[src/rtl/c_subset_lexer_defines.svh]
// Assertion macros shared by the lexer RTL.
// Expects clk_i and rst_ni in the scope where a macro is used.
`ifndef C_SUBSET_LEXER_DEFINES_SVH
`define C_SUBSET_LEXER_DEFINES_SVH

// Check a property on every clock edge outside reset.
`define CLEX_ASSERT(name, prop, msg) \
  name: assert property (@(posedge clk_i) disable iff (!rst_ni) (prop)) else $error(msg);

// Check that a condition implies a consequence in the same cycle.
`define CLEX_IMPLY(name, pre, post, msg) \
  name: assert property (@(posedge clk_i) disable iff (!rst_ni) (pre) |-> (post)) \
    else $error(msg);

// Check that a condition implies a consequence in the next cycle.
`define CLEX_IMPLY_NEXT(name, pre, post, msg) \
  name: assert property (@(posedge clk_i) disable iff (!rst_ni) (pre) |=> (post)) \
    else $error(msg);

`endif

[src/rtl/clex_pkg.sv]
// Shared types, constants and character classes for the C subset lexer.
// No dependencies; imported by every lexer module.
`timescale 1ns / 1ps

package clex_pkg;

  localparam int PREFIX_DEPTH = 5;
  localparam int PIDX_BITS    = $clog2(PREFIX_DEPTH);
  localparam int QUEUE_DEPTH  = 4;
  localparam int QPTR_BITS    = $clog2(QUEUE_DEPTH);
  localparam int QCNT_BITS    = $clog2(QUEUE_DEPTH + 1);

  localparam logic [7:0]  CH_EQ   = "=";
  localparam logic [7:0]  CH_BANG = "!";
  localparam logic [7:0]  CH_ZERO = "0";
  localparam logic [15:0] KW_IF    = "if";
  localparam logic [31:0] KW_ELSE  = "else";
  localparam logic [39:0] KW_WHILE = "while";
  localparam logic [23:0] KW_INT   = "int";
  localparam logic [15:0] LEN_MAX  = 16'hFFFF;
  localparam logic [31:0] NUM_MAX  = 32'hFFFF_FFFF;

  typedef enum logic [2:0] {
    MODE_IDLE,
    MODE_NUM,
    MODE_WORD,
    MODE_EQ,
    MODE_BANG,
    MODE_ERR
  } mode_e;

  typedef enum logic [4:0] {
    KIND_NUM    = 5'd0,
    KIND_IDENT  = 5'd1,
    KIND_IF     = 5'd2,
    KIND_ELSE   = 5'd3,
    KIND_WHILE  = 5'd4,
    KIND_INT    = 5'd5,
    KIND_EQ     = 5'd6,
    KIND_NE     = 5'd7,
    KIND_ASSIGN = 5'd8,
    KIND_PLUS   = 5'd9,
    KIND_MINUS  = 5'd10,
    KIND_STAR   = 5'd11,
    KIND_SLASH  = 5'd12,
    KIND_LPAREN = 5'd13,
    KIND_RPAREN = 5'd14,
    KIND_LBRACE = 5'd15,
    KIND_RBRACE = 5'd16,
    KIND_SEMI   = 5'd17,
    KIND_COMMA  = 5'd18,
    KIND_EOF    = 5'd19,
    KIND_ERROR  = 5'd20
  } kind_e;

  typedef struct packed {
    kind_e       kind;
    logic [31:0] value;
    logic        sat;
    logic [15:0] start;
    logic [15:0] length;
    logic        last;
  } token_t;

  // Up to two tokens handed from the lexer to the output queue per word.
  typedef struct packed {
    logic [1:0] count;
    token_t     first;
    token_t     second;
  } push_t;

  typedef struct packed {
    logic  hit;
    kind_e kind;
  } single_t;

  function automatic logic is_space(logic [7:0] c);
    return (c == 8'd32) || (c >= 8'd9 && c <= 8'd13);
  endfunction

  function automatic logic is_digit(logic [7:0] c);
    return (c >= "0") && (c <= "9");
  endfunction

  function automatic logic is_alpha(logic [7:0] c);
    return (c >= "a" && c <= "z") || (c >= "A" && c <= "Z") || (c == "_");
  endfunction

  function automatic single_t single_lookup(logic [7:0] c);
    single_t r;
    r.hit = 1'b1;
    case (c)
      "+":     r.kind = KIND_PLUS;
      "-":     r.kind = KIND_MINUS;
      "*":     r.kind = KIND_STAR;
      "/":     r.kind = KIND_SLASH;
      "(":     r.kind = KIND_LPAREN;
      ")":     r.kind = KIND_RPAREN;
      "{":     r.kind = KIND_LBRACE;
      "}":     r.kind = KIND_RBRACE;
      ";":     r.kind = KIND_SEMI;
      ",":     r.kind = KIND_COMMA;
      default: begin
        r.hit  = 1'b0;
        r.kind = KIND_ERROR;
      end
    endcase
    return r;
  endfunction

  // Keywords need an exact length match against the stored prefix.
  function automatic kind_e word_kind(logic [PREFIX_DEPTH-1:0][7:0] pre, logic [15:0] len);
    kind_e k;
    k = KIND_IDENT;
    if (len == 16'd2 && {pre[0], pre[1]} == KW_IF) begin
      k = KIND_IF;
    end else if (len == 16'd4 && {pre[0], pre[1], pre[2], pre[3]} == KW_ELSE) begin
      k = KIND_ELSE;
    end else if (len == 16'd5 && {pre[0], pre[1], pre[2], pre[3], pre[4]} == KW_WHILE) begin
      k = KIND_WHILE;
    end else if (len == 16'd3 && {pre[0], pre[1], pre[2]} == KW_INT) begin
      k = KIND_INT;
    end
    return k;
  endfunction

  function automatic token_t make_token(kind_e kind, logic [31:0] value, logic sat,
                                        logic [15:0] start, logic [15:0] length);
    token_t t;
    t.kind   = kind;
    t.value  = value;
    t.sat    = sat;
    t.start  = start;
    t.length = length;
    t.last   = 1'b0;
    return t;
  endfunction

endpackage

[src/rtl/clex_lexer.sv]
// Input register, lexer state and the single-pass step logic.
// Depends on clex_pkg; hands 0 to 2 tokens per word to the output queue.
`timescale 1ns / 1ps
`include "c_subset_lexer_defines.svh"

module clex_lexer import clex_pkg::*; #(
  parameter int POSITION_BITS = 16
) (
  input  logic        clk_i,
  input  logic        rst_ni,
  input  logic        in_valid_i,
  output logic        in_stall_o,
  input  logic [7:0]  char_code_i,
  input  logic        end_of_input_i,
  input  logic        space_ok_i,
  output push_t       push_o
);

  localparam int StartBits = (POSITION_BITS < 16) ? POSITION_BITS : 16;

  logic                              in_valid_q;
  logic [7:0]                        char_q;
  logic                              eoi_q;
  mode_e                             mode_q, mode_d;
  logic [31:0]                       acc_q, acc_d;
  logic                              sat_q, sat_d;
  logic [PREFIX_DEPTH-1:0][7:0]      prefix_q;
  logic [StartBits-1:0]              start_q, start_d;
  logic [15:0]                       len_q, len_d;
  logic [POSITION_BITS-1:0]          pos_q, pos_d;

  logic                              accept;
  logic                              proc;
  logic                              pf_we;
  logic [PIDX_BITS-1:0]              pf_idx;
  logic [3:0]                        digit;
  logic [35:0]                       acc_x10;
  logic [15:0]                       pos16;
  logic [15:0]                       len_grown;
  single_t                           sc;
  token_t                            flush_tok;
  logic                              flush_hit;
  token_t                            t0, t1;
  logic                              v0, v1;
  logic                              do_start;

  assign accept     = in_valid_i && !in_stall_o;
  assign proc       = in_valid_q && space_ok_i;
  assign in_stall_o = in_valid_q && !space_ok_i;

  assign digit     = 4'(char_q - CH_ZERO);
  assign acc_x10   = 36'({acc_q, 3'b000}) + 36'({acc_q, 1'b0}) + 36'(digit);
  assign pos16     = 16'(pos_q);
  assign len_grown = (len_q != LEN_MAX) ? len_q + 16'd1 : len_q;
  assign sc        = single_lookup(char_q);

  // Token that the pending state gives when it ends.
  always_comb begin
    flush_hit = 1'b1;
    case (mode_q)
      MODE_NUM:  flush_tok = make_token(KIND_NUM, acc_q, sat_q, 16'(start_q), len_q);
      MODE_WORD: flush_tok = make_token(word_kind(prefix_q, len_q), 32'd0, 1'b0,
                                        16'(start_q), len_q);
      MODE_EQ:   flush_tok = make_token(KIND_ASSIGN, 32'd0, 1'b0, 16'(start_q), 16'd1);
      MODE_BANG: flush_tok = make_token(KIND_ERROR, 32'(CH_BANG), 1'b0, 16'(start_q), 16'd1);
      default: begin
        flush_hit = 1'b0;
        flush_tok = '0;
      end
    endcase
  end

  always_comb begin
    mode_d   = mode_q;
    acc_d    = acc_q;
    sat_d    = sat_q;
    start_d  = start_q;
    len_d    = len_q;
    pos_d    = pos_q;
    pf_we    = 1'b0;
    pf_idx   = '0;
    t0       = '0;
    t1       = '0;
    v0       = 1'b0;
    v1       = 1'b0;
    do_start = 1'b0;
    if (proc) begin
      if (eoi_q) begin
        t0      = flush_tok;
        v0      = flush_hit;
        t1      = make_token(KIND_EOF, 32'd0, 1'b0, pos16, 16'd0);
        v1      = 1'b1;
        mode_d  = MODE_IDLE;
        acc_d   = '0;
        sat_d   = 1'b0;
        start_d = '0;
        len_d   = '0;
        pos_d   = '0;
      end else begin
        pos_d = pos_q + 1'b1;
        case (mode_q)
          MODE_ERR: begin
          end
          MODE_NUM: begin
            if (is_digit(char_q)) begin
              if (acc_x10[35:32] != 4'd0) begin
                acc_d = NUM_MAX;
                sat_d = 1'b1;
              end else begin
                acc_d = acc_x10[31:0];
              end
              len_d = len_grown;
            end else begin
              t0       = flush_tok;
              v0       = 1'b1;
              do_start = 1'b1;
            end
          end
          MODE_WORD: begin
            if (is_alpha(char_q) || is_digit(char_q)) begin
              if (len_q < 16'(PREFIX_DEPTH)) begin
                pf_we  = 1'b1;
                pf_idx = PIDX_BITS'(len_q);
              end
              len_d = len_grown;
            end else begin
              t0       = flush_tok;
              v0       = 1'b1;
              do_start = 1'b1;
            end
          end
          MODE_EQ: begin
            if (char_q == CH_EQ) begin
              t0     = make_token(KIND_EQ, 32'd0, 1'b0, 16'(start_q), 16'd2);
              v0     = 1'b1;
              mode_d = MODE_IDLE;
            end else begin
              t0       = flush_tok;
              v0       = 1'b1;
              do_start = 1'b1;
            end
          end
          MODE_BANG: begin
            if (char_q == CH_EQ) begin
              t0     = make_token(KIND_NE, 32'd0, 1'b0, 16'(start_q), 16'd2);
              v0     = 1'b1;
              mode_d = MODE_IDLE;
            end else begin
              // Lone bang: report it and drop this byte.
              t0     = flush_tok;
              v0     = 1'b1;
              mode_d = MODE_ERR;
            end
          end
          default: begin
            do_start = 1'b1;
          end
        endcase

        // Open a new token with this byte.
        if (do_start) begin
          mode_d = MODE_IDLE;
          if (!is_space(char_q)) begin
            start_d = StartBits'(pos_q);
            len_d   = 16'd1;
            if (char_q == CH_EQ) begin
              mode_d = MODE_EQ;
            end else if (char_q == CH_BANG) begin
              mode_d = MODE_BANG;
            end else if (sc.hit) begin
              t1 = make_token(sc.kind, 32'd0, 1'b0, pos16, 16'd1);
              v1 = 1'b1;
            end else if (is_digit(char_q)) begin
              mode_d = MODE_NUM;
              acc_d  = 32'(digit);
              sat_d  = 1'b0;
            end else if (is_alpha(char_q)) begin
              mode_d = MODE_WORD;
              pf_we  = 1'b1;
              pf_idx = '0;
            end else begin
              t1     = make_token(KIND_ERROR, 32'(char_q), 1'b0, pos16, 16'd1);
              v1     = 1'b1;
              mode_d = MODE_ERR;
            end
          end
        end
      end
    end
  end

  // Pack the tokens at the front and flag the last one of this word.
  always_comb begin
    push_o = '0;
    if (v0 && v1) begin
      push_o.count       = 2'd2;
      push_o.first       = t0;
      push_o.second      = t1;
      push_o.second.last = 1'b1;
    end else if (v0) begin
      push_o.count      = 2'd1;
      push_o.first      = t0;
      push_o.first.last = 1'b1;
    end else if (v1) begin
      push_o.count      = 2'd1;
      push_o.first      = t1;
      push_o.first.last = 1'b1;
    end
  end

  always_ff @(posedge clk_i or negedge rst_ni) begin
    if (!rst_ni) begin
      in_valid_q <= 1'b0;
      mode_q     <= MODE_IDLE;
      acc_q      <= '0;
      sat_q      <= 1'b0;
      start_q    <= '0;
      len_q      <= '0;
      pos_q      <= '0;
    end else begin
      if (accept) begin
        in_valid_q <= 1'b1;
      end else if (proc) begin
        in_valid_q <= 1'b0;
      end
      mode_q  <= mode_d;
      acc_q   <= acc_d;
      sat_q   <= sat_d;
      start_q <= start_d;
      len_q   <= len_d;
      pos_q   <= pos_d;
    end
  end

  always_ff @(posedge clk_i) begin
    if (accept) begin
      char_q <= char_code_i;
      eoi_q  <= end_of_input_i;
    end
    if (pf_we) begin
      prefix_q[pf_idx] <= char_q;
    end
  end

  `CLEX_IMPLY_NEXT(a_eof_rewinds, proc && eoi_q, pos_q == '0 && mode_q == MODE_IDLE, "no rewind")
  `CLEX_IMPLY(a_push_on_step, push_o.count != 2'd0, proc, "tokens pushed without a word")
  `CLEX_IMPLY(a_err_quiet, proc && !eoi_q && mode_q == MODE_ERR, push_o.count == '0, "error token")

endmodule

[src/rtl/clex_outq.sv]
// Four-entry token queue: takes up to two tokens per cycle, gives one unless stalled.
// Depends on clex_pkg; its head entry drives the result ports.
`timescale 1ns / 1ps
`include "c_subset_lexer_defines.svh"

module clex_outq import clex_pkg::*; (
  input  logic   clk_i,
  input  logic   rst_ni,
  input  push_t  push_i,
  output logic   space_ok_o,
  output logic   out_valid_o,
  input  logic   out_stall_i,
  output token_t head_o
);

  token_t               mem_q [QUEUE_DEPTH];
  logic [QPTR_BITS-1:0] wr_ptr_q, rd_ptr_q;
  logic [QCNT_BITS-1:0] count_q, count_d;
  logic                 pop;

  assign out_valid_o = (count_q != '0);
  assign pop         = out_valid_o && !out_stall_i;
  assign head_o      = mem_q[rd_ptr_q];
  // Room for a full two-token word, whatever the consumer does.
  assign space_ok_o  = (count_q <= QCNT_BITS'(QUEUE_DEPTH - 2));
  assign count_d     = count_q + QCNT_BITS'(push_i.count) - QCNT_BITS'(pop);

  always_ff @(posedge clk_i or negedge rst_ni) begin
    if (!rst_ni) begin
      wr_ptr_q <= '0;
      rd_ptr_q <= '0;
      count_q  <= '0;
    end else begin
      wr_ptr_q <= wr_ptr_q + QPTR_BITS'(push_i.count);
      if (pop) begin
        rd_ptr_q <= rd_ptr_q + 1'b1;
      end
      count_q <= count_d;
    end
  end

  always_ff @(posedge clk_i) begin
    if (push_i.count != 2'd0) begin
      mem_q[wr_ptr_q] <= push_i.first;
    end
    if (push_i.count == 2'd2) begin
      mem_q[QPTR_BITS'(wr_ptr_q + 1'b1)] <= push_i.second;
    end
  end

  `CLEX_ASSERT(a_count_max, count_q <= QCNT_BITS'(QUEUE_DEPTH), "token queue overfilled")
  `CLEX_IMPLY(a_push_room, push_i.count != 2'd0, space_ok_o, "tokens pushed without room")
  `CLEX_IMPLY(a_last_pair, push_i.count == 2'd2, push_i.second.last && !push_i.first.last, "bad last flag on a token pair")
  `CLEX_IMPLY(a_last_single, push_i.count == 2'd1, push_i.first.last, "single token lacks last flag")

endmodule

[src/rtl/c_subset_lexer.sv]
// Top level of the streaming C subset lexer.
// Depends on clex_pkg, clex_lexer and clex_outq.
//
//   channel | direction | handshake              | payload
//   --------+-----------+------------------------+------------------------------------
//   in      | input     | in_valid_i/in_stall_o  | char_code, end_of_input
//   out     | output    | out_valid_o/out_stall_i| token_kind, number_value,
//           |           |                        | value_saturated, token_start,
//           |           |                        | token_length, last_of_item
//
// One source byte per cycle unless in_stall_o is high: a word is held in the input register,
// then the step logic updates the lexer state and pushes 0 to 2 tokens into a four-entry
// queue. Tokens leave at one per cycle while out_stall_i is low. The queue needs room for
// two tokens to proceed. Reset clears all control state; the end marker also rewinds the
// lexer and the position. out_stall_i backs up the queue and then in_stall_o; no token is
// dropped.
`timescale 1ns / 1ps

module c_subset_lexer import clex_pkg::*; #(
  parameter int POSITION_BITS = 16
) (
  input  logic        clk_i,
  input  logic        rst_ni,
  input  logic        in_valid_i,
  output logic        in_stall_o,
  input  logic [7:0]  char_code_i,
  input  logic        end_of_input_i,
  output logic        out_valid_o,
  input  logic        out_stall_i,
  output logic [4:0]  token_kind_o,
  output logic [31:0] number_value_o,
  output logic        value_saturated_o,
  output logic [15:0] token_start_o,
  output logic [15:0] token_length_o,
  output logic        last_of_item_o
);

  push_t  push;
  logic   space_ok;
  token_t head;

  clex_lexer #(
    .POSITION_BITS(POSITION_BITS)
  ) u_lexer (
    .clk_i          (clk_i),
    .rst_ni         (rst_ni),
    .in_valid_i     (in_valid_i),
    .in_stall_o     (in_stall_o),
    .char_code_i    (char_code_i),
    .end_of_input_i (end_of_input_i),
    .space_ok_i     (space_ok),
    .push_o         (push)
  );

  clex_outq u_outq (
    .clk_i       (clk_i),
    .rst_ni      (rst_ni),
    .push_i      (push),
    .space_ok_o  (space_ok),
    .out_valid_o (out_valid_o),
    .out_stall_i (out_stall_i),
    .head_o      (head)
  );

  assign token_kind_o      = head.kind;
  assign number_value_o    = head.value;
  assign value_saturated_o = head.sat;
  assign token_start_o     = head.start;
  assign token_length_o    = head.length;
  assign last_of_item_o    = head.last;

endmodule

[config.mk]
export PLATFORM = sky130hd
export DESIGN_NAME = c_subset_lexer
export DESIGN_NICKNAME = d
export VERILOG_FILES = /design/src/rtl/clex_pkg.sv /design/src/rtl/clex_lexer.sv /design/src/rtl/clex_outq.sv /design/src/rtl/c_subset_lexer.sv
export VERILOG_INCLUDE_DIRS = /design/src /design/src/rtl
export SDC_FILE = /design/constraint.sdc
export NUM_CORES = 1
export LEC_CHECK = 0
export BUFFER_PORTS_ARGS = -buffer_cell sky130_fd_sc_hd__buf_2
export CAP_MARGIN = 20
export CORE_ASPECT_RATIO = 0.9
export CORE_UTILIZATION = 40
export DETAILED_ROUTE_END_ITERATION = 8
export SYNTH_ARGS = -nofsm -noshare
export SYNTH_HDL_FRONTEND = slang
export SYNTH_SLANG_ARGS = --single-unit
[constraint.sdc]
create_clock -name clk_i -period 7.5 [get_ports clk_i]
set_input_delay 1.5 -clock clk_i [delete_from_list [all_inputs] [get_ports clk_i]]
set_output_delay 1.5 -clock clk_i [all_outputs]
set_load 0.01 [all_outputs]
# --- Word-level counts from Yosys, hierarchy flattened ---
# Memory sizes are Yosys's and may differ from the RTL's.
# Index checks and enable logic that the tools add are counted.
classes:
  add_sub_neg: 10
  magnitude_cmp: 12
  eq_ne: 31
  muxes: 121
  n_reduce_logical: 33
ops:
  columns: ["cell", "n"]
  rows:
  - ["2-to-1 mux 71 bit", 16]
  - ["one-hot mux 71 bit (4 select lines)", 2]
  - ["2-to-1 mux 32 bit", 10]
  - ["2-to-1 mux 16 bit", 10]
  - ["2-to-1 mux 73 bit", 2]
  - ["equality test 8 x 6 -> 1 bit (second input constant)", 11]
  - ["2-to-1 mux 72 bit", 1]
  - ["2-to-1 mux 3 bit", 23]
  - ["one-hot mux 5 bit (10 select lines)", 1]
  - ["2-to-1 mux 1 bit", 46]
  - ["bitwise mux 40 bit", 1]
  - ["equality test 40 x 39 -> 1 bit (second input constant)", 1]
  - ["adder 35 x 33 -> 36 bit", 1]
  - ["adder 36 x 4 -> 36 bit", 1]
  - ["adder 16 x 1 -> 16 bit (second input constant)", 2]
  - ["equality test 16 x 2 -> 1 bit (second input constant)", 2]
  - ["equality test 16 x 3 -> 1 bit (second input constant)", 2]
  - ["equality test 32 x 31 -> 1 bit (second input constant)", 1]
  - ["one-hot mux 16 bit (2 select lines)", 1]
  - ["demux 8 bit (select 3 bit)", 1]
  - ["equality test 24 x 23 -> 1 bit (second input constant)", 1]
  - ["equality test 8 x 7 -> 1 bit (second input constant)", 3]
  - ["equality test 16 x 15 -> 1 bit (second input constant)", 1]
  - [">= comparator 8 x 7 -> 1 bit (second input constant)", 2]
  - ["36 further kinds", 65]
totals:
  reg_bits: 141
  ram_bits: 284
  out_inout_bits: 73
  elab_cells: 225
  n_memories: 1
mem_list:
  columns: ["memory", "depth", "width", "read_ports", "rd_clocked_by_memory_dff", "wr", "line_no", "rtl"]
  rows:
  - ["u_outq.mem_q", 4, 71, 1, 0, 2, "clex_outq.sv:16", "token_t mem_q [QUEUE_DEPTH];"]

# --- Depth between registers and ports, before layout ---
# Gate-level depths: netlist of run 1.
logic_depth:
  word_depth: 21
  depth_mapped: 17

# --- Modules after synthesis ---
# Synthesis of run 1 repeated with hierarchy kept, for this count alone.
unflattened:
  cells_unflattened: 1813
  hier_area_um2: 24230.7
modules_own_cells:
  columns: ["module", "n_inst", "cells_per_inst", "area_per_inst_um2"]
  rows:
  - ["clex_outq", 1, 728, 14336.2]
  - ["clex_lexer", 1, 1085, 9894.5]

# --- Worst setup path before layout of run 1 ---
# Ideal clock, no wire load.
synth_path:
  kind: "register -> register"
  start: "register u_lexer.char_q[3]"
  end: "memory u_outq.mem_q[0][0] (netlist name) (enable)"
  setup_ns: 0.386
  arrival_ns: 3.901
  path_slack_ns: 3.214
  stages_incl_launch_ff: 13
  path_buffers: 2
  period_less_slack_ns: 4.286
  cell_sequence: "edfxtp_1 > buf_2 > or4_4 > a21oi_4 > o311a_2 > o21ai_4 > nor3_2 > o21ai_4 > ha_1 > nor3_1 > nor2_1 > clkbuf_1 > inv_1"
synth_rtl:
  columns: ["item", "line_no", "rtl"]
  rows:
  - ["start: declaration", "clex_lexer.sv:22", "logic [7:0] char_q;"]
  - ["start signal: assignment", "clex_lexer.sv:237", "char_q <= char_code_i;"]
  - ["end: declaration", "clex_outq.sv:16", null]

==> results of run 1 <==
[critical path, cell delays in order, from the launching register on]
cell and delay [ps]:
edfxtp_1 890, nand4bb_1 420, or2_1 480, o311a_2 240, o21ai_4 310, nor3_2 120
o21ai_4 320, inv_2 100, ha_1 330, inv_1 160, nor2_1 90, or2_2 340
nand2_1 580, inv_1 80, buf_4 310
[layout make-up]
cell class                 instances  area (sq um)  share of cell area
sequential                       425         10700               0.455
multi-input combinational       1210          9640               0.409
clock buffer                      66          1340              0.0567
tap                              688           861              0.0366
timing repair buffer             121           726              0.0308
clock inverter                    20           175             0.00744
inverter                          27           101             0.00430
[logic make-up (layout without fill, tap and decap cells)]
group / count (synthesis) / after routing / synth area share
DFF: 425 / 425 / 0.511
muxes: 77 / 77 / 0.0794
adders and majority gates: 77 / 77 / 0.0471
buffers and inverters: 162 / 234 / 0.0310
AOI/OAI and AO/OA: 569 / 569 / 0.206
and+or+nand+nor: 443 / 443 / 0.107
xor gates and xnor gates: 44 / 44 / 0.0184
[cells in the final DEF (no fill, tap or decap), types with 28 or more instances in the layout]
cell type  synthesis  routed
nand3_1           28      28
mux4_2            71      71
a21oi_1           78      78
ha_1              74      74
clkbuf_16          0      46
nor4_1            31      31
nor2_1           101      90
dfxtp_1          160     160
a32o_1            36      36
nor3_1            28      28
edfxtp_1         173     173
o21ai_0           73      73
buf_4              0      35
a22o_1           249     249
nand2_1          132     132
buf_2             21      84
dfrtp_1           92      90
[state kept, by name, summed over array words and instances (netlist names)]
signal	cells
u_lexer.eoi_q	1
u_outq.rd_ptr_q	2
u_lexer.char_q	8
u_lexer.start_q	16
u_lexer.pos16	16
u_lexer.sat_q	1
u_lexer.acc_q	32
u_lexer.prefix_q	40
u_outq.count_q	3
u_lexer.mode_q	3
u_lexer.len_q	16
u_outq.wr_ptr_q	2
u_outq.mem_q	284
u_lexer.in_valid_q	1
[Yosys cell counts (all sizes together) (4+ instances only)]
cell,instances
a211oi,4
a21boi,4
a21o,13
a21oi,80
a22o,249
a22oi,4
a31oi,11
a32o,36
a32oi,4
and2,10
and3,7
buf,36
clkbuf,99
dfrtp,92
dfxtp,160
edfxtp,173
ha,74
inv,27
mux2i,4
mux4,71
nand2,133
nand2b,15
nand3,28
nand3b,9
nand4,15
nor2,106
nor2b,13
nor3,29
nor4,32
nor4b,4
nor4bb,6
o211ai,6
o21a,5
o21ai,100
o22ai,23
or2,7
or3,14
or4,4
xnor2,24
xor2,20
[power by group]
group          switching [mW]  internal (mW)
Combinational            1.46          0.763
Sequential              0.307           2.71
Clock                   0.956           1.29
[metrics by stage]
stage / total power [mW] / worst slack (ps)
3_3_place_gp: 5.24 / 2570
4_1_cts: 7.50 / 2440
3_5_place_dp: 5.26 / 2440
5_1_grt: 7.82 / 2020
2_1_floorplan: 4.43 / 3210
6_report: 7.48 / 2350
[path summary, 6_finish.rpt]
| kind | from | end | slack, ps | depth (start not counted) |
|---|---|---|---|---|
| min in group asynchronous | rst_ni | u_lexer.len_q[13] | 930 | 1 |
| max in group asynchronous | rst_ni | u_outq.rd_ptr_q[1] | 5410 | 2 |
| min reg2reg | u_outq.mem_q[1][3] | u_outq.mem_q[1][3] | 460 | 1 |
| max reg2reg | u_lexer.char_q[4] | u_outq.mem_q[3][41] | 2350 | 14 |
| max | u_lexer.char_q[4] | u_outq.mem_q[3][41] | 2350 | 14 |
| min | u_outq.mem_q[1][3] | u_outq.mem_q[1][3] | 460 | 1 |
[per-layer routing]
metal  routed length (microns)  vias to the layer above  track usage  part of all wire
met5                         0                        -            0                 0
met4                      1470                        0       0.0625             0.024
met3                      4470                       82       0.0462             0.074
met2                     26000                      621        0.332              0.43
met1                     28200                     7884        0.332              0.47
li1                          -                     7106            -                 -
==> summary.md, run 1 <==
| Metric | Value |
|---|---|
| Drc violations | 0 |
| Pwr dens | 318 nW/um^2 |
| Async SR Flop Fraction | 0.216 |
| Drt initial violations | 1,617 |
| Chip width | 243 microns |
| Bufs on Longest Clock Path | 3 |
| Hold WC Path Type | flip-flop to flip-flop |
| Max cap viols | 0 |
| Data arrival time of the critical path | 5410 ps |
| Global route overflow | 0 |
| # nets final | 1,921 |
| Starting Density | 0.405 |
| Critical path data required time | 7760 ps |
| Syn avg cell area | 11.7 sq um |
| Final setup TNS | 0 ps |
| Max-slew violation count | 0 |
| Post-synthesis cell count | 1,797 |
| Period utilization | 0.686 |
| Leak | 9.09 nW |
| CTS tree | yes |
| Final ANT Viol Nets | 0 |
| Startpoint types | flip-flop |
| Post-CTS Resized | 0 |
| # IOs | 86 |
| Setup Fix Bufs, Post-CTS | 0 |
| Final core utilization | 0.456 |
| Placed Instances | 2,469 |
| DR pass1 iterations | 7 |
| Dpl cell area | 22,000 sq um |
| Largest net degree at the start of global routing | 59 |
| RePlAce Congestion | 0.927 |
| Core area | 51,700 sq um |
| Area grow syn2layout | 12.5% |
| Register bit total from synthesis | 425 |
| Final Hold Vio Count | 0 |
| Yosys warns | 0 |
| CTS Hold Bufs | 0 |
| Top FF cell, synth | edfxtp_1 |
| PortBufs | 85 |
| Die Height | 219 microns |
| Via count of the first global-routing pass | 15,294 |
| Cell taking the most area after synthesis | edfxtp_1 |
| CTS Sinks | 425 |
| Total Routing Usage GR | 0.225 |
| Via count | 15,693 |
| Final wirelength | 60.2 mm |
| Share of the synthesized area in the top cell type | 0.248 |
| H-tree depth | 2 |
| Max IR drop VDD | 0.196 mV |
| Status | complete, no violations |
| Final Cell Area | 23,600 sq um |
| Root buf cell | clkbuf_16 |
| Syn_nets | 1,887 |
| Worst hold slack | 464 ps |
| Worst setup EP type | flip-flop |
| Normalized max-slew margin | 0.291 |
| Die area | 53,300 sq um |
| Vias per cell | 6.14 |
| Post-synth EDFFs | 173 |
| Mapped Area | 20,900 sq um |
| Fin cells | 2,557 |
| Crit Path Class | flip-flop to flip-flop |
| Site row count | 79 |
| Clock Latency Late Sink | 600 ps |
| Fmax achieved | 194 MHz |
| Layout cell share with drive strength beyond 1 | 0.169 |
| Slew @ Worst Pin | 1060 ps |
| First-pass GRT wire length | 92.9 mm |
| Inserted Clock Buffers | 46 |
| Setup violators final | 0 |
| Ranking of synthesized cells by area | edfxtp_1 25%, dfxtp_1 15%, dfrtp_1 11% |
| RSZ-0062 raised after global routing | false |
| Post-DP HPWL | 39.7 mm |
| Fillcell total | 4,689 |
| Fin crit period | 5150 ps |
| # diodes | 0 |
| Setup Skew | 39.0 ps |
| Initial antenna violation count | 0 |
| Worst-path clk slew | 60 ps |
| Yosys cell types | 87 |
| WL/cell | 23.5 microns |
| Max Fanout on Critical Path | 31 |
| Seq/Total Area, Yosys | 0.511 |
(Power assumes the default switching activity.)
==> inputs of run 2 (changes only) <==
==> constraint.sdc (replaced) <==
create_clock -name clk_i -period 4.3 [get_ports clk_i]
set_input_delay 0.86 -clock clk_i [delete_from_list [all_inputs] [get_ports clk_i]]
set_output_delay 0.86 -clock clk_i [all_outputs]
set_load 0.01 [all_outputs]
==> run 2 against run 1 <==
Via count is 2.4% higher. Clock-buffer cell count stayed put. Routed wire length is 2.8% higher. Flip-flop and latch count stayed put. Non-clock buffer count is 47 higher. Die area stayed put. Total power is 79% higher. Final area is 2.1% higher. First-iteration DRC count is 14% higher. Sequential share of layout area is 0.92 points lower. Core utilization is 0.94 points higher. Fmax is 25% higher. Largest power group unchanged.
==> summary.md, run 2 (same netlist as run 1, synthesis figures left out) <==
| Metric | Value |
|---|---|
| Largest registers | u_outq.mem_q: 284 flops, u_lexer.prefix_q: 40 flops, u_lexer.acc_q: 32 flops |
| Sw Ratio | 0.363 (about the same) |
| Via count of the first global-routing pass | 15,324 (+0.20%) |
| First-pass GRT wire length | 95.3 mm (+2.6%) |
| Final wirelength | 61.8 mm (+2.8%) |
| Die Height | 219 microns (unchanged) |
| Layout cell share with drive strength beyond 1 | 0.187 (+0.0184) |
| Crit Path Class | flip-flop to flip-flop |
| CTS tree | yes |
| Clk pwr share | 0.298 (-0.002) |
| Hold WC Path Type | input port to async pin |
| Initial antenna violation count | 0 (unchanged) |
| Chip width | 243 microns (unchanged) |
| Root buf cell | clkbuf_16 |
| Inserted Clock Buffers | 46 (unchanged) |
| WL/cell | 23.8 microns (+0.94%) |
| Reg2reg start | u_lexer.acc_q[0] |
| Period utilization | 0.959 (+0.273) |
| Bufs on Longest Clock Path | 3 (unchanged) |
| RePlAce Congestion | 0.968 (+4.4%) |
| Clock Latency Late Sink | 590 ps (about the same) |
| Max Fanout on Critical Path | 16 (-48%) |
| Worst setup EP type | flip-flop |
| Worst-path clk slew | 70 ps (about the same) |
| Max IR drop VDD | 0.308 mV (+57%) |
| # diodes | 0 (unchanged) |
| FF-to-FF End | u_lexer.acc_q[22] |
| Final worst slack | 176 ps (-2180 ps) |
| Post-CTS Resized | 0 (unchanged) |
| Fin crit period | 4120 ps (-1020 ps) |
| Via count | 16,077 (+2.4%) |
| Core area | 51,700 sq um (unchanged) |
| Final Hold Vio Count | 0 (unchanged) |
| Leak | 9.34 nW (+2.8%) |
| PortBufs | 85 (unchanged) |
| Max FFs per register | 284 (unchanged) |
| Dpl ws | 32.6 ps (-2400 ps) |
| Most common cell after layout, fill and taps aside | a22o_1 |
| Final setup TNS | 0 ps (unchanged) |
| Drt initial violations | 1,840 (+14%) |
| Normalized max-slew margin | 0.360 (+0.0692) |
| Pint | 8.50 mW (+79%) |
| Final ANT Viol Nets | 0 (unchanged) |
| Fmax achieved | 242 MHz (+25%) |
| DR pass1 iterations | 7 (unchanged) |
| Worst reg-to-reg setup slack | 180 ps (-2180 ps) |
| Total Routing Usage GR | 0.232 (+0.00741) |
| CTS Hold Bufs | 0 (unchanged) |
| FF-to-FF path depth | 12 (-2) |
| Comb pwr share | 0.311 (+0.014) |
| Max-slew violation count | 0 (unchanged) |
| Die area | 53,300 sq um (unchanged) |
| # nets final | 1,968 (+2.4%) |
| Slew @ Worst Pin | 959 ps (-105 ps) |
| Pwr dens | 556 nW/um^2 (+75%) |
| Setup violators final | 0 (unchanged) |
| Status | complete, no violations |
| Most frequent cells in the layout | 249 x a22o_1, 173 x edfxtp_1, 160 x dfxtp_1 |
| Largest net degree at the start of global routing | 74 (+25%) |
| Starting Density | 0.405 (unchanged) |
| H-tree depth | 2 (unchanged) |
| Switching power | 4.85 mW (+78%) |
| Seq pwr share | 0.391 (-0.012) |
| Setup Fix Bufs, Post-CTS | 0 (unchanged) |
| Vias per cell | 6.18 (+0.64%) |
| Data arrival time of the critical path | 4630 ps (-780 ps) |
| Global route overflow | 0 (unchanged) |
| Drc violations | 0 (unchanged) |
| Area grow syn2layout | 14.8% |
| Critical path data required time | 4800 ps (-2960 ps) |
| # IOs | 86 (unchanged) |
| Max cap viols | 0 (unchanged) |
| Site row count | 79 (unchanged) |
| Startpoint types | flip-flop |
| Setup Skew | 22.7 ps (-16.3 ps) |
| Post-DP HPWL | 41.5 mm (+4.6%) |
| Biggest register | u_outq.mem_q |
| CTS Sinks | 425 (unchanged) |
-- run 2: cell types whose count changed in the layout (fill, tap and decap cells not counted), sizes merged --
cell,change
clkinvlp,+2
buf,+47
clkinv,-7
bufinv,+1
inv,+3
-- run 2: cell type report --
cell class	count	area, sq um
multi-input cells	1210	9690
inverters	27	101
fillers	4633	27700
repair buffers	168	1170
well taps	688	861
clock buffers	66	1320
flip-flops and latches	425	10700
clock inverters	19	190
-- run 2: through the flow --
stage | std cells | hold slack, ps | total power [mW] | util | area [sq um]
floorplan | 1797 | 437 | 7.72 | - | 20900
global placement | 2515 | 444 | 9.36 | 0.434 | 22400
detailed placement | 2516 | 453 | 9.39 | 0.434 | 22400
CTS | 2601 | 440 | 13.4 | 0.463 | 23900
global route | 2603 | 123 | 14.0 | 0.465 | 24000
finish | 2603 | 141 | 13.4 | 0.465 | 24000
-- run 2: per-layer routing --
layer  share of wire  wire length [microns]  global-route usage
met2            0.43                  26700               0.335
met1            0.48                  29500               0.356
met3           0.071                   4410              0.0380
met5               0                      0                   0
met4           0.021                   1280              0.0646
-- run 2: power by group through the flow --
| stage | clock network (mW) | registers, mW | logic, mW |
|---|---|---|---|
| after global routing | 4.23 | 5.29 | 4.43 |
| after floorplan | 0 | 4.93 | 2.79 |
| final | 3.98 | 5.22 | 4.15 |
| after detailed placement | 0 | 5.30 | 4.10 |
| after global placement | 0 | 5.28 | 4.08 |
| after CTS | 4.06 | 5.22 | 4.12 |
-- run 2: worst max path at each step --
stage / startpoint / cells past startpoint / to
finish: u_lexer.acc_q[0] / 12 / u_lexer.acc_q[22]
global route: u_lexer.acc_q[0] / 12 / u_lexer.acc_q[3]
CTS: u_lexer.acc_q[0] / 12 / u_lexer.acc_q[22]
detailed placement: u_lexer.acc_q[0] / 12 / u_lexer.acc_q[22]
global placement: u_lexer.acc_q[0] / 12 / u_lexer.acc_q[12]
floorplan: u_lexer.char_q[3] / 12 / u_outq.mem_q[0][0]
-- run 2: worst max-delay path, cell delays in order, from the launching register on --
cell and delay, ps:
dfrtp_1 520, fa_1 520, ha_1 380, o211ai_1 130
o211ai_1 410, a31oi_2 230, o211a_1 320, a21boi_0 250
o211ai_1 180, a31oi_4 500, buf_4 340, nor4_1 80
o21ai_0 160
==> inputs of run 3 (changes only) <==
--- a/config.mk
+++ b/config.mk
@@ -6,6 +6,7 @@
 export SDC_FILE = /design/constraint.sdc
 export NUM_CORES = 1
 export LEC_CHECK = 0
+export ABC_AREA = 1
 export BUFFER_PORTS_ARGS = -buffer_cell sky130_fd_sc_hd__buf_2
 export CAP_MARGIN = 20
 export CORE_ASPECT_RATIO = 0.9
==> run 3 against run 2 <==
Global-route usage up 1.5 points. Via count up 36%. Clock power up 7.3%. Final cell count up 56%. Die area up 13%. Routed wire length up 21%. Clock-buffer cell count up 2. Synthesized cell count up 79%. Area after synthesis up 13%. Worst setup slack better by 290 ps.
==> summary.md, run 3 <==
| Metric | Value |
|---|---|
| RSZ-0062 raised after global routing | false |
| Die Height | 233 microns (+6.3%) |
| Post-synthesis cell count | 3,220 (+79%) |
| Site row count | 84 (+6.3%) |
| Top FF cell, synth | edfxtp_1 |
| Final worst slack | 470 ps (+295 ps) |
| Fin crit period | 3830 ps (-295 ps) |
| WL/cell | 18.4 microns (-22%) |
| Syn_nets | 3,310 (+75%) |
| Slew @ Worst Pin | 966 ps (+6.88 ps) |
| Most frequent cells in the layout | 865 x nand2_1, 338 x nor2_1, 312 x nand3_1 |
| Final wirelength | 74.8 mm (+21%) |
| RePlAce Congestion | 0.933 (-3.6%) |
| DR pass1 iterations | 5 (-2) |
| Share of the synthesized area in the top cell type | 0.219 (-0.0289) |
| Clock Latency Late Sink | 610 ps (+20 ps) |
| Worst setup EP type | flip-flop |
| Cell taking the most area after synthesis | edfxtp_1 |
| Most common cell after layout, fill and taps aside | nand2_1 |
| Comb pwr share | 0.440 (+0.129) |
| FF-to-FF path depth | 16 (+4) |
| Normalized max-slew margin | 0.354 (-0.00570) |
| Layout cell share with drive strength beyond 1 | 0.0870 (-0.100) |
| Status | complete, no violations |
| First-pass GRT wire length | 117 mm (+22%) |
| CTS Sinks | 425 (unchanged) |
| Count leader, synth | nand2_1 |
| Simple-gate portion of the synthesized area | 0.286 (+0.179) |
| Setup violators final | 0 (unchanged) |
| Starting Density | 0.406 (+0.000472) |
| Fmax achieved | 261 MHz (+7.7%) |
| Synth Area in Compound Gates | 0.140 (-0.0666) |
| # nets final | 3,337 (+70%) |
| Async SR Flop Fraction | 0.216 (unchanged) |
| Seq pwr share | 0.315 (-0.076) |
| Die area | 60,200 sq um (+13%) |
| Fin cells | 4,061 (+56%) |
| Worst reg-to-reg setup slack | 470 ps (+290 ps) |
| Reg2reg start | u_lexer.char_q[3] |
| # IOs | 86 (unchanged) |
| Setup Fix Bufs, Post-CTS | 0 (unchanged) |
| Largest net degree at the start of global routing | 80 (+8.1%) |
| Yosys cell types | 48 (-45%) |
| Drt initial violations | 2,124 (+15%) |
| Max cap viols | 0 (unchanged) |
| Data arrival time of the critical path | 4090 ps (-540 ps) |
| FF-to-FF End | u_outq.mem_q[3][35] |
| Max Fanout on Critical Path | 30 (+14) |
| Via count | 21,847 (+36%) |
| Drc violations | 0 (unchanged) |
| Leak | 11.6 nW (+24%) |
| Xor-xnor portion of the synthesized cell area | 0.00665 (-0.0118) |
| Max FFs per register | 284 (unchanged) |
| CTS Hold Bufs | 0 (unchanged) |
| Final ANT Viol Nets | 0 (unchanged) |
| Placed Instances | 3,971 (+58%) |
| Final Hold Vio Count | 0 (unchanged) |
| Worst-path clk slew | 60 ps (about the same) |
| Power, Total | 17.4 mW (+30%) |
| Critical path data required time | 4560 ps (-240 ps) |
| Biggest register | u_outq.mem_q |
| Max IR drop VDD | 0.425 mV (+38%) |
| PortBufs | 85 (unchanged) |
| Seq/Total Area, Yosys | 0.452 (-0.0595) |
| Global route overflow | 0 (unchanged) |
| Inserted Clock Buffers | 48 (+4.3%) |
| Worst hold slack | 356 ps (+215 ps) |
| Largest registers | u_outq.mem_q: 284 flops, u_lexer.prefix_q: 40 flops, u_lexer.acc_q: 32 flops |
| Core area | 58,400 sq um (+13%) |
| Pint | 9.58 mW (+13%) |
| # diodes | 0 (unchanged) |
| Syn avg cell area | 7.36 sq um (-37%) |
| Initial antenna violation count | 0 (unchanged) |
| Bufs on Longest Clock Path | 3 (unchanged) |
| Hold WC Path Type | input port to async pin |
| Max-slew violation count | 0 (unchanged) |
| Crit Path Class | flip-flop to flip-flop |
| CTS tree | yes |
| Startpoint types | flip-flop |
| Dpl ws | 537 ps (+504 ps) |
| Final setup TNS | 0 ps (unchanged) |
| Yosys warns | 0 (unchanged) |
| Switching power | 7.82 mW (+61%) |
| Post-CTS Resized | 0 (unchanged) |
| Synth Area in Adders | 0.0416 (-0.00548) |
| Mapped Area | 23,700 sq um (+13%) |
| Sw Ratio | 0.449 (+0.0860) |
| Via count of the first global-routing pass | 20,035 (+31%) |
| H-tree depth | 2 (unchanged) |
| Register bit total from synthesis | 425 (unchanged) |
| Chip width | 259 microns (+6.3%) |
| Pwr dens | 652 nW/um^2 (+17%) |
| Post-DP HPWL | 49.5 mm (+19%) |
| Post-synthesis mux area share | 0 (-0.0794) |
| Main combinational cell family by area after synthesis | simple AND/OR/NAND/NOR gates |
| Vias per cell | 5.38 (-13%) |
| Clk pwr share | 0.246 (-0.052) |
| Ranking of synthesized cells by area | edfxtp_1 22%, nand2_1 14%, dfxtp_1 14% |
| Total Routing Usage GR | 0.247 (+0.0150) |
| Root buf cell | clkbuf_16 |
| Setup Skew | 17.3 ps (-5.41 ps) |
| Area grow syn2layout | 12.6% |
| Period utilization | 0.891 (-0.0685) |
| Post-synth EDFFs | 173 (unchanged) |
| Post-synth top cells | 866 x nand2_1, 341 x nor2_1, 312 x nand3_1, 281 x o21ai_0, 260 x inv_1 |
-- run 3: layout make-up --
class                      instances  area (sq um)
clock buffer                      68          1430
fill                            5929         31800
sequential                       425         10700
clock inverter                    22           241
timing repair buffer             147           968
inverter                         285          1080
multi-input combinational       2340         11300
tap                              774           968
-- run 3: critical path: stages (launching register included) --
cell and delay [ps]:
edfxtp_1 640, nand2_1 150, inv_2 150, a21oi_1 80, nand2_1 60, and2_1 190
nand2_1 90, nor2_1 210, nand4_1 120, nand2_1 100, buf_4 350, inv_2 70
ha_1 310, nor3_2 290, inv_2 200, nand2_1 120, buf_4 340
-- run 3: metrics by stage --
step	instance area, sq um	util
global placement	25000	0.428
global route	26700	0.457
detailed placement	25000	0.428
finish	26700	0.457
CTS	26700	0.457
floorplan	23700	-
-- run 3: cells by family (layout without fill, tap and decap cells) --
kind of cell | Yosys count | count (layout)
flops | 425 | 425
xor+xnor | 18 | 18
compound gates | 615 | 615
buf+inv | 455 | 522
fa+ha+maj | 77 | 77
simple gates | 1630 | 1630
-- run 3: how the worst max path moves through the flow --
stage / start / endpoint / slack, ps / cells after the start
final: u_lexer.char_q[3] / u_outq.mem_q[3][35] / 470 / 16
after global routing: u_lexer.char_q[3] / u_outq.mem_q[2][49] / 170 / 18
after CTS: u_lexer.char_q[3] / u_outq.mem_q[3][35] / 510 / 16
after detailed placement: u_lexer.char_q[3] / u_outq.mem_q[3][66] / 540 / 16
after global placement: u_lexer.char_q[3] / u_outq.mem_q[3][66] / 560 / 16
after floorplan: u_lexer.char_q[1] / u_outq.mem_q[3][0] / 330 / 15
-- run 3: per-layer routing --
layer | track usage | vias to the layer above | routed length (microns)
met4 | 0.0577 | 0 | 1310
met5 | 0 | - | 0
li1 | - | 10804 | -
met1 | 0.374 | 10156 | 36300
met3 | 0.0491 | 96 | 6420
met2 | 0.357 | 791 | 30800
-- run 3: power by group through the flow --
stage                     clock network (mW)  logic, mW  registers [mW]
after detailed placement                   0       7.58            5.54
final                                   4.27       7.65            5.47
after global placement                     0       7.59            5.53
after floorplan                            0       5.01            5.27
after global routing                    4.49       8.46            5.54
after CTS                               4.35       7.62            5.45
